`config.mk`:
```
export PLATFORM = sky130hd
export DESIGN_NAME = dnt_ctrl
export DESIGN_NICKNAME = d
export VERILOG_FILES = /design/src/hw/rtl/dnt_pkg.sv /design/src/hw/rtl/dnt_ctrl.sv
export SDC_FILE = /design/constraint.sdc
export NUM_CORES = 1
export LEC_CHECK = 0
export CELL_PAD_IN_SITES_DETAIL_PLACEMENT = 1
export CELL_PAD_IN_SITES_GLOBAL_PLACEMENT = 1
export CORE_ASPECT_RATIO = 1.1
export CORE_MARGIN = 2
export CORE_UTILIZATION = 50
export DETAILED_ROUTE_END_ITERATION = 8
export DONT_BUFFER_PORTS = 1
export PLACE_DENSITY = 0.76
export SLEW_MARGIN = 20
export SYNTH_ARGS = -nofsm -noshare
export SYNTH_HDL_FRONTEND = slang
export SYNTH_SLANG_ARGS = --single-unit
```
`constraint.sdc`:
```
create_clock -name clk -period 5.9 [get_ports clk]
set_clock_uncertainty 0.05 [all_clocks]
set_input_delay 0.59 -clock clk [delete_from_list [all_inputs] [get_ports clk]]
set_output_delay 0.59 -clock clk [all_outputs]
set_load 0.01 [all_outputs]
```
`src/hw/rtl/dnt_pkg.sv`:
```
// ----------------------------------------------------------------------------
// dnt_pkg
// shared types, codes and defaults of the directory name table
// ----------------------------------------------------------------------------
package dnt_pkg;

  localparam int ENTRIES_DEF    = 64;
  localparam int NAME_BYTES_DEF = 8;

  localparam logic [1:0] MODE_LOOKUP = 2'd0;
  localparam logic [1:0] MODE_ADD    = 2'd1;
  localparam logic [1:0] MODE_REMOVE = 2'd2;

  localparam logic [1:0] ST_OK        = 2'd0;
  localparam logic [1:0] ST_NOT_FOUND = 2'd1;
  localparam logic [1:0] ST_DUPLICATE = 2'd2;
  localparam logic [1:0] ST_FULL      = 2'd3;

  typedef struct packed {
    logic [1:0]  mode;
    logic [63:0] file_name;
    logic [9:0]  header_sector;
    logic        is_directory;
  } in_item_t;

  typedef struct packed {
    logic [1:0] status;
    logic [9:0] found_sector;
    logic       found_directory;
    logic [5:0] entry_index;
  } out_item_t;

  // search token passed from cell to cell
  typedef struct packed {
    logic        active;
    logic [63:0] key;
    logic        hit;
    logic        free;
    logic [9:0]  sector;
    logic        dir;
  } tok_t;

  typedef enum logic [1:0] {
    WR_NONE,
    WR_SET,
    WR_CLR
  } wr_op_t;

  typedef struct packed {
    wr_op_t      op;
    logic [63:0] name;
    logic [9:0]  sector;
    logic        dir;
  } wr_cmd_t;

endpackage

```
`src/hw/rtl/dnt_ctrl.sv`:
```
// ----------------------------------------------------------------------------
// dnt_ctrl
// item sequencer: launches the search token, decides and issues the update
// ----------------------------------------------------------------------------
module dnt_ctrl #(
  parameter int IDX_W      = 6,
  parameter int NAME_BYTES = dnt_pkg::NAME_BYTES_DEF
) (
  input  logic                clk,
  input  logic                rst_n,
  input  logic                in_valid,
  output logic                in_ready,
  input  dnt_pkg::in_item_t   in_item,
  output logic                out_valid,
  input  logic                out_ready,
  output dnt_pkg::out_item_t  out_item,
  output dnt_pkg::tok_t       tok_o,
  input  dnt_pkg::tok_t       tail_tok_i,
  input  logic [IDX_W-1:0]    tail_hit_idx_i,
  input  logic [IDX_W-1:0]    tail_free_idx_i,
  output dnt_pkg::wr_cmd_t    wr_o,
  output logic [IDX_W-1:0]    wr_idx_o
);

  typedef enum logic [1:0] {
    ST_IDLE,
    ST_SCAN,
    ST_FINISH
  } state_t;

  state_t              state_r;
  logic                out_valid_r;
  dnt_pkg::out_item_t  out_item_r;
  dnt_pkg::tok_t       tok_r;
  dnt_pkg::wr_cmd_t    wr_r;
  logic [IDX_W-1:0]    wr_idx_r;
  logic [1:0]          mode_r;
  logic [9:0]          sector_r;
  logic                dir_r;
  dnt_pkg::tok_t       fin_tok_r;
  logic [IDX_W-1:0]    fin_hit_idx_r;
  logic [IDX_W-1:0]    fin_free_idx_r;

  dnt_pkg::out_item_t  res_nxt;
  dnt_pkg::wr_cmd_t    wr_nxt;
  logic [IDX_W-1:0]    wr_idx_nxt;
  logic [IDX_W+5:0]    hit_ext;
  logic [IDX_W+5:0]    free_ext;

  // name ends at its first zero byte or at NAME_BYTES
  function automatic logic [63:0] canon_name(input logic [63:0] raw);
    logic [63:0] res;
    logic        ended;
    res   = '0;
    ended = 1'b0;
    for (int k = 0; k < 8; k++) begin
      if ((raw[8*k +: 8] == 8'd0) || (k >= NAME_BYTES)) ended = 1'b1;
      if (!ended) res[8*k +: 8] = raw[8*k +: 8];
    end
    return res;
  endfunction

  assign in_ready = (state_r == ST_IDLE);
  assign hit_ext  = {6'd0, fin_hit_idx_r};
  assign free_ext = {6'd0, fin_free_idx_r};

  always_comb begin
    res_nxt        = '0;
    res_nxt.status = dnt_pkg::ST_NOT_FOUND;
    wr_nxt.op      = dnt_pkg::WR_NONE;
    wr_nxt.name    = fin_tok_r.key;
    wr_nxt.sector  = sector_r;
    wr_nxt.dir     = dir_r;
    wr_idx_nxt     = fin_hit_idx_r;
    unique case (mode_r)
      dnt_pkg::MODE_LOOKUP: begin
        if (fin_tok_r.hit) begin
          res_nxt.status          = dnt_pkg::ST_OK;
          res_nxt.found_sector    = fin_tok_r.sector;
          res_nxt.found_directory = fin_tok_r.dir;
          res_nxt.entry_index     = hit_ext[5:0];
        end
      end
      dnt_pkg::MODE_ADD: begin
        priority if (fin_tok_r.hit) begin
          res_nxt.status      = dnt_pkg::ST_DUPLICATE;
          res_nxt.entry_index = hit_ext[5:0];
        end else if (fin_tok_r.free) begin
          res_nxt.status      = dnt_pkg::ST_OK;
          res_nxt.entry_index = free_ext[5:0];
          wr_nxt.op           = dnt_pkg::WR_SET;
          wr_idx_nxt          = fin_free_idx_r;
        end else begin
          res_nxt.status = dnt_pkg::ST_FULL;
        end
      end
      dnt_pkg::MODE_REMOVE: begin
        if (fin_tok_r.hit) begin
          res_nxt.status      = dnt_pkg::ST_OK;
          res_nxt.entry_index = hit_ext[5:0];
          wr_nxt.op           = dnt_pkg::WR_CLR;
        end
      end
      default: begin
      end
    endcase
  end

  always_ff @(posedge clk) begin
    if (!rst_n) begin
      state_r      <= ST_IDLE;
      out_valid_r  <= 1'b0;
      tok_r.active <= 1'b0;
      wr_r.op      <= dnt_pkg::WR_NONE;
    end else begin
      tok_r.active <= 1'b0;
      wr_r.op      <= dnt_pkg::WR_NONE;
      if (out_valid_r && out_ready) out_valid_r <= 1'b0;
      unique case (state_r)
        ST_IDLE: begin
          if (in_valid) begin
            tok_r.active <= 1'b1;
            tok_r.key    <= canon_name(in_item.file_name);
            tok_r.hit    <= 1'b0;
            tok_r.free   <= 1'b0;
            tok_r.sector <= '0;
            tok_r.dir    <= 1'b0;
            mode_r       <= in_item.mode;
            sector_r     <= in_item.header_sector;
            dir_r        <= in_item.is_directory;
            state_r      <= ST_SCAN;
          end
        end
        ST_SCAN: begin
          if (tail_tok_i.active) begin
            fin_tok_r      <= tail_tok_i;
            fin_hit_idx_r  <= tail_hit_idx_i;
            fin_free_idx_r <= tail_free_idx_i;
            state_r        <= ST_FINISH;
          end
        end
        ST_FINISH: begin
          if (!out_valid_r || out_ready) begin
            out_valid_r <= 1'b1;
            out_item_r  <= res_nxt;
            wr_r        <= wr_nxt;
            wr_idx_r    <= wr_idx_nxt;
            state_r     <= ST_IDLE;
          end
        end
        default: begin
          state_r <= ST_IDLE;
        end
      endcase
    end
  end

  assign out_valid = out_valid_r;
  assign out_item  = out_item_r;
  assign tok_o     = tok_r;
  assign wr_o      = wr_r;
  assign wr_idx_o  = wr_idx_r;

  a_tail_only_in_scan: assert property (@(posedge clk) disable iff (!rst_n)
    tail_tok_i.active |-> (state_r == ST_SCAN))
    else $error("search token left the chain outside a scan");

  a_wr_single_cycle: assert property (@(posedge clk) disable iff (!rst_n)
    (wr_r.op != dnt_pkg::WR_NONE) |=> (wr_r.op == dnt_pkg::WR_NONE))
    else $error("update command held for more than one cycle");

  a_set_means_ok: assert property (@(posedge clk) disable iff (!rst_n)
    (wr_r.op == dnt_pkg::WR_SET) |-> (out_valid_r && (out_item_r.status == dnt_pkg::ST_OK)))
    else $error("entry filled without an ok result");

  a_one_item_at_a_time: assert property (@(posedge clk) disable iff (!rst_n)
    (in_valid && in_ready) |=> !in_ready)
    else $error("second item taken while one is in flight");

endmodule

```
After elaboration in Yosys (flattened, before gate mapping)
Cells that the tools add are included.
{"block": "op_classes", "mux": 64, "eq_ne": 7, "mul": 0, "n_lt_le_gt_ge": 0, "n_shift": 0, "addsub": 0, "n_div": 0, "n_bitwise": 0, "n_reduce_logical": 19}
{"operator": "$mux 78", "n": 1}
{"operator": "$logic_not 8->1", "n": 8}
{"operator": "$mux 8", "n": 8}
{"operator": "$mux 1", "n": 38}
{"operator": "$mux 6", "n": 6}
{"operator": "$mux 18", "n": 1}
{"operator": "$pmux 6 s3", "n": 1}
{"operator": "$mux 2", "n": 6}
{"operator": "$pmux 2 s3", "n": 2}
{"operator": "$reduce_and 3->1", "n": 4}
{"operator": "$ne 2x2->1 const B", "n": 3}
{"operator": "$eq 2x1->1 const B", "n": 2}
{"operator": "$eq 2x2->1 const B", "n": 2}
{"operator": "$logic_not 2->1", "n": 2}
{"operator": "$pmux 2 s2", "n": 1}
{"operator": "$reduce_and 2->1", "n": 2}
{"operator": "$logic_and 1x1->1", "n": 1}
{"operator": "$logic_not 1->1", "n": 1}
{"operator": "$logic_or 1x1->1", "n": 1}
{"block": "totals", "register_bits": 272, "latch_bits": 0, "rom_bits": 0, "mem_count": 0, "ramBits": 0, "word_cells": 120}

Longest topological paths before layout
{"block": "depth", "ltp_word": 35, "mapped_depth": 6, "depth_no_buf": 6}

Worst setup path before layout
No wires, ideal clock.
{"block": "synth_path", "path_kind": "input to register", "startpoint": "in rst_n", "endpoint": "reg fin_free_idx_r[0], enable pin", "required_time_ns": 5.313, "t_arrival_ns": 4.416, "slack_ns": 0.898, "cell_stages": 2, "path_cell_list": "nand2b_1 nor2_1"}
{"block": "synth_between", "elab_chain_cells": 1}
{"element": "from (decl)", "line_no": "dnt_ctrl.sv:10", "source": "input logic rst_n,"}
{"element": "$reduce_and 3->1 (no source line)"}
{"element": "to (signal assigned)", "line_no": "dnt_ctrl.sv:138", "source": "fin_free_idx_r <= tail_free_idx_i;"}
{"element": "to (decl)", "line_no": "dnt_ctrl.sv:42", "source": "logic [IDX_W-1:0] fin_free_idx_r;"}
Every way passes these cells.
A chain may end at the register's enable or synchronous reset.

Worst setup path in the final report
{"block": "layout_path", "startpoint": "reg state_r[1]", "endpoint": "reg fin_tok_r[48] (netlist name), enable pin"}
{"block": "layout_between", "elab_chain_cells": 2}
{"element": "from (decl)", "line_no": "dnt_ctrl.sv:31", "source": "state_t state_r;"}
{"element": "from (signal assigned)", "line_no": "dnt_ctrl.sv:111", "source": "state_r <= ST_IDLE;"}
{"element": "from (signal assigned)", "line_no": "dnt_ctrl.sv:131", "source": "state_r <= ST_SCAN;"}
{"element": "from (signal assigned)", "line_no": "dnt_ctrl.sv:139", "source": "state_r <= ST_FINISH;"}
{"element": "$eq 2x1->1", "line_no": "dnt_ctrl.sv:119", "source": "unique case (state_r)"}
{"element": "$reduce_and 3->1 (no source line)"}
{"element": "to (signal assigned)", "line_no": "dnt_ctrl.sv:136", "source": "fin_tok_r <= tail_tok_i;"}
{"element": "to (decl)", "line_no": "dnt_ctrl.sv:40", "source": "dnt_pkg::tok_t fin_tok_r;"}
Every way passes these cells.

==> reports/summary.log <==
INFO  routing        detailedRoute.firstPassIterationCount=5
INFO  clocking       clkSinkCount=272
INFO  timing         timing.final.setup_violations=0
INFO  synth          synth_area_per_cell=18.9um^2
INFO  worst_setup_path rr_startpoint=state_r[1]
INFO  routing        drtAntennaViolNets=0
INFO  grt            vias_in_the_first_global_route=4,499
INFO  die            initial_core_util=0.508
INFO  routing        vias_per_cell=5.51
INFO  worst_setup_path timing.critical_path.arrival=2.72ns
INFO  worst_setup_path reg2reg_setup_slack=3.27ns
INFO  synth          post_synth_main_area_contributors=edfxtp_1 (86%), nand2_1 (2.3%), and3_1 (2.0%), dfxtp_1 (1.3%), buf_4 (1.1%)
INFO  final_layout   growth_of_design_area_from_synthesis_to_finish=11.1%
INFO  routing        drt_wl_total=20,700um
INFO  outcome        run_status=finished, final reports clean
INFO  grt            number_of_antenna_violations_at_the_first_check_in_global_routing=5
INFO  synth          synthDominantCellAreaShare=0.861
INFO  timing         finalCriticalPeriod=2.63ns
INFO  die            floorplan.rows=52
INFO  routing        wl_met2=10,700um
INFO  synth          post_synth_inst_count=491
INFO  timing         timing_worst_slew_pin_value=0.995ns
INFO  clocking       worst_skew_pair.late_latency=0.51ns
INFO  worst_setup_path critical_r2r_capture=fin_tok_r[48]
INFO  final_layout   fin_nets=680
INFO  hold_path      min_path_cells=0
INFO  timing         fmax=380MHz
INFO  clocking       cts.repair.resized=0
INFO  routing        via_count=4,252
INFO  worst_setup_path worstPathRequired=5.99ns
INFO  timing         timing.final.crit_share=0.446
INFO  synth          synth-seq-cells=272
INFO  synth          yosys.cell_types.count=32
INFO  grt            overall_global_routing_usage=0.203
INFO  die            dieHeight=147um
INFO  routing        routed_wire_length_per_instance=26.8um
INFO  die            core=18,300um^2
INFO  grt            grt_max_degree=78
INFO  worst_setup_path timing.critical_path.fanout_max=58
INFO  die            io-pin-count=353
INFO  clocking       ctsRootBufferMaster=clkbuf_16
INFO  routing        wl_met1=6930um
INFO  hold_path      worst_hold_path_type=in -> reg
INFO  worst_setup_path reg2regPathDepth=3
INFO  timing         worst_slew_margin_rel=0.337
INFO  clocking       htree_num_levels=1
INFO  placed_design  place.detailed.hpwl=15,000um
INFO  synth          yosysSeqAreaShare=0.874
INFO  die            die_area=19,700um^2
INFO  clocking       cts_tree=done
INFO  routing        dr.max_layer_used=met5
INFO  routing        dr.first_iter.drc_count=257
INFO  timing         hold_viol_final=0
INFO  timing         tns=0ns
INFO  job            drv_cap=0
INFO  synth          syn_area=9280um^2
INFO  grt            total_congestion_overflow_after_global_routing=0
INFO  timing         rsz0062_at_grt=false
INFO  worst_setup_path timing.critical_path.from_type=register
INFO  timing         final_critical_path_setup_slack=3.27ns
INFO  final_layout   layout-drive-gt1-share=0.0992
INFO  timing         maxSlewViolCount=0
INFO  synth          post-synth-top-area-cell=edfxtp_1
INFO  routing        routed-wl-met3=2590um
INFO  hold_path      whs_endpoint=fin_tok_r[63]
INFO  pwr            p_per_area=371nW/um^2
INFO  placed_design  place.port_buffers=0
INFO  clocking       max-clock-path-buffers=3
INFO  clocking       cts.reportedPaths.clkPinSlew=0.06ns
INFO  placed_design  dp_worst_setup_slack=3.11ns
INFO  clocking       post_cts_hold_buffer_count=0
INFO  worst_setup_path worst-setup-path-type=reg -> reg
INFO  routing        post-route-drc-count=0
INFO  placed_design  place.gp.congestion=0.874
INFO  clocking       post-cts-setup-buffer-count=0
INFO  pwr            max_vdd_drop=213uV
INFO  grt            grt_first_pass_wirelength=29,300um
INFO  die            floorplan.die.width=134um
INFO  hold_path      worstHoldStart=tail_tok_i[63]
INFO  worst_setup_path worst_setup_path_end_kind=register
INFO  synth          synth.yosys.warnings=0
INFO  pwr            p_leak=3.52nW
INFO  clocking       cts_made_buffers=27
==> stage by stage <==
stage          hold slack, ns  power (mW)  utilization  cells  area (um^2)
4_1_cts                0.0989        3.87        0.563    767        10300
3_3_place_gp            0.350        2.31        0.519    719         9490
5_1_grt                0.0985        3.94        0.564    770        10300
2_1_floorplan           0.350        2.30            -    503         9330
3_5_place_dp            0.356        2.31        0.519    719         9490
6_report                0.123        3.82        0.564    771        10300
==> logic make-up (layout without fill, tap and decap cells) <==
group	Yosys count	in the layout	share of synthesized area
AO/OA/AOI/OAI	11	11	0.00688
adder cells (fa/ha/maj)	4	4	0.00539
buffers and inverters	33	54	0.0205
flip-flops	272	272	0.874
other	1	17	0.000404
AND/OR/NAND/NOR	170	170	0.0933
==> synthesized netlist by cell type <==
cell	instances
nor2b_1	1
nand2b_1	5
a21oi_1	7
nor4_1	12
a211oi_1	1
edfxtp_1	266
clkbuf_1	13
buf_4	13
conb_1	1
or2_2	1
and2_4	1
nor3b_1	1
nand3_1	8
inv_1	3
nand4_1	1
a21boi_0	1
nand3_2	1
o21bai_1	1
and3_1	29
ha_1	4
buf_2	2
nand2_1	57
and4b_1	1
nor2b_2	1
buf_6	2
and2_1	10
o22ai_1	1
nand2_2	2
nor3_1	17
nor4_2	2
dfxtp_1	6
nor2_1	20
==> power by group <==
group	switching [mW]	total [mW]	internal, mW
combinational	0.0493	0.0673	0.0181
clock	0.672	1.55	0.879
sequential	0.0327	2.20	2.17
total	0.754	3.82	3.07
==> critical path, cell delays in order, from the launching register on <==
cell and delay (ns):
dfxtp_1 0.35, nand2b_1 0.29, nor2_4 0.78, buf_4 0.71
==> registers in the layout (all words and copies together) (netlist names) <==
| signal | cells |
|---|---|
| out_valid | 1 |
| mode_r | 2 |
| wr_o | 77 |
| wr_idx_o | 6 |
| state_r | 2 |
| fin_hit_idx_r | 6 |
| out_item | 19 |
| sector_r | 10 |
| fin_tok_r | 77 |
| tok_o | 65 |
| dir_r | 1 |
| fin_free_idx_r | 6 |
==> metal layers <==
metal,GRT usage,up-vias
li1,-,1857
met1,0.221,2084
met2,0.362,281
met3,0.0894,26
met4,0.0543,4
met5,0,-
==> how the worst max path moves through the flow <==
stage	from	endpoint	slack, ns	depth (start not counted)
6_report	state_r[1]	fin_tok_r[48]	3.27	3
5_1_grt	state_r[1]	fin_tok_r[58]	3.09	3
4_1_cts	state_r[1]	fin_tok_r[56]	3.27	3
3_5_place_dp	rst_n	fin_tok_r[26]	3.11	3
3_3_place_gp	rst_n	fin_tok_r[73]	3.24	3
2_1_floorplan	rst_n	fin_free_idx_r[0]	0.90	2
==> cell usage in the layout, fill, tap and decap left out, types with 5 or more instances in the layout <==
cell         n
and3_1      29
edfxtp_1   266
clkbuf_16   27
nand2b_1     5
a21oi_1      7
nor4_1      12
clkinv_2     6
dfxtp_1      6
conb_1      13
nor2_1      18
clkinv_1     8
nand3_1      8
nor3_1      17
nand2_1     57
and2_1      10
==> area by class of cell <==
cell class / instances / area [um^2]
repair buffers: 3 / 22.5
clock buffers: 29 / 683
fillers: 1631 / 7970
inverters: 3 / 11.3
multi-input cells: 198 / 1050
flip-flops and latches: 272 / 8110
well taps: 243 / 304
clock inverters: 19 / 124
diodes: 4 / 10.0
(Power assumes the default switching activity.)
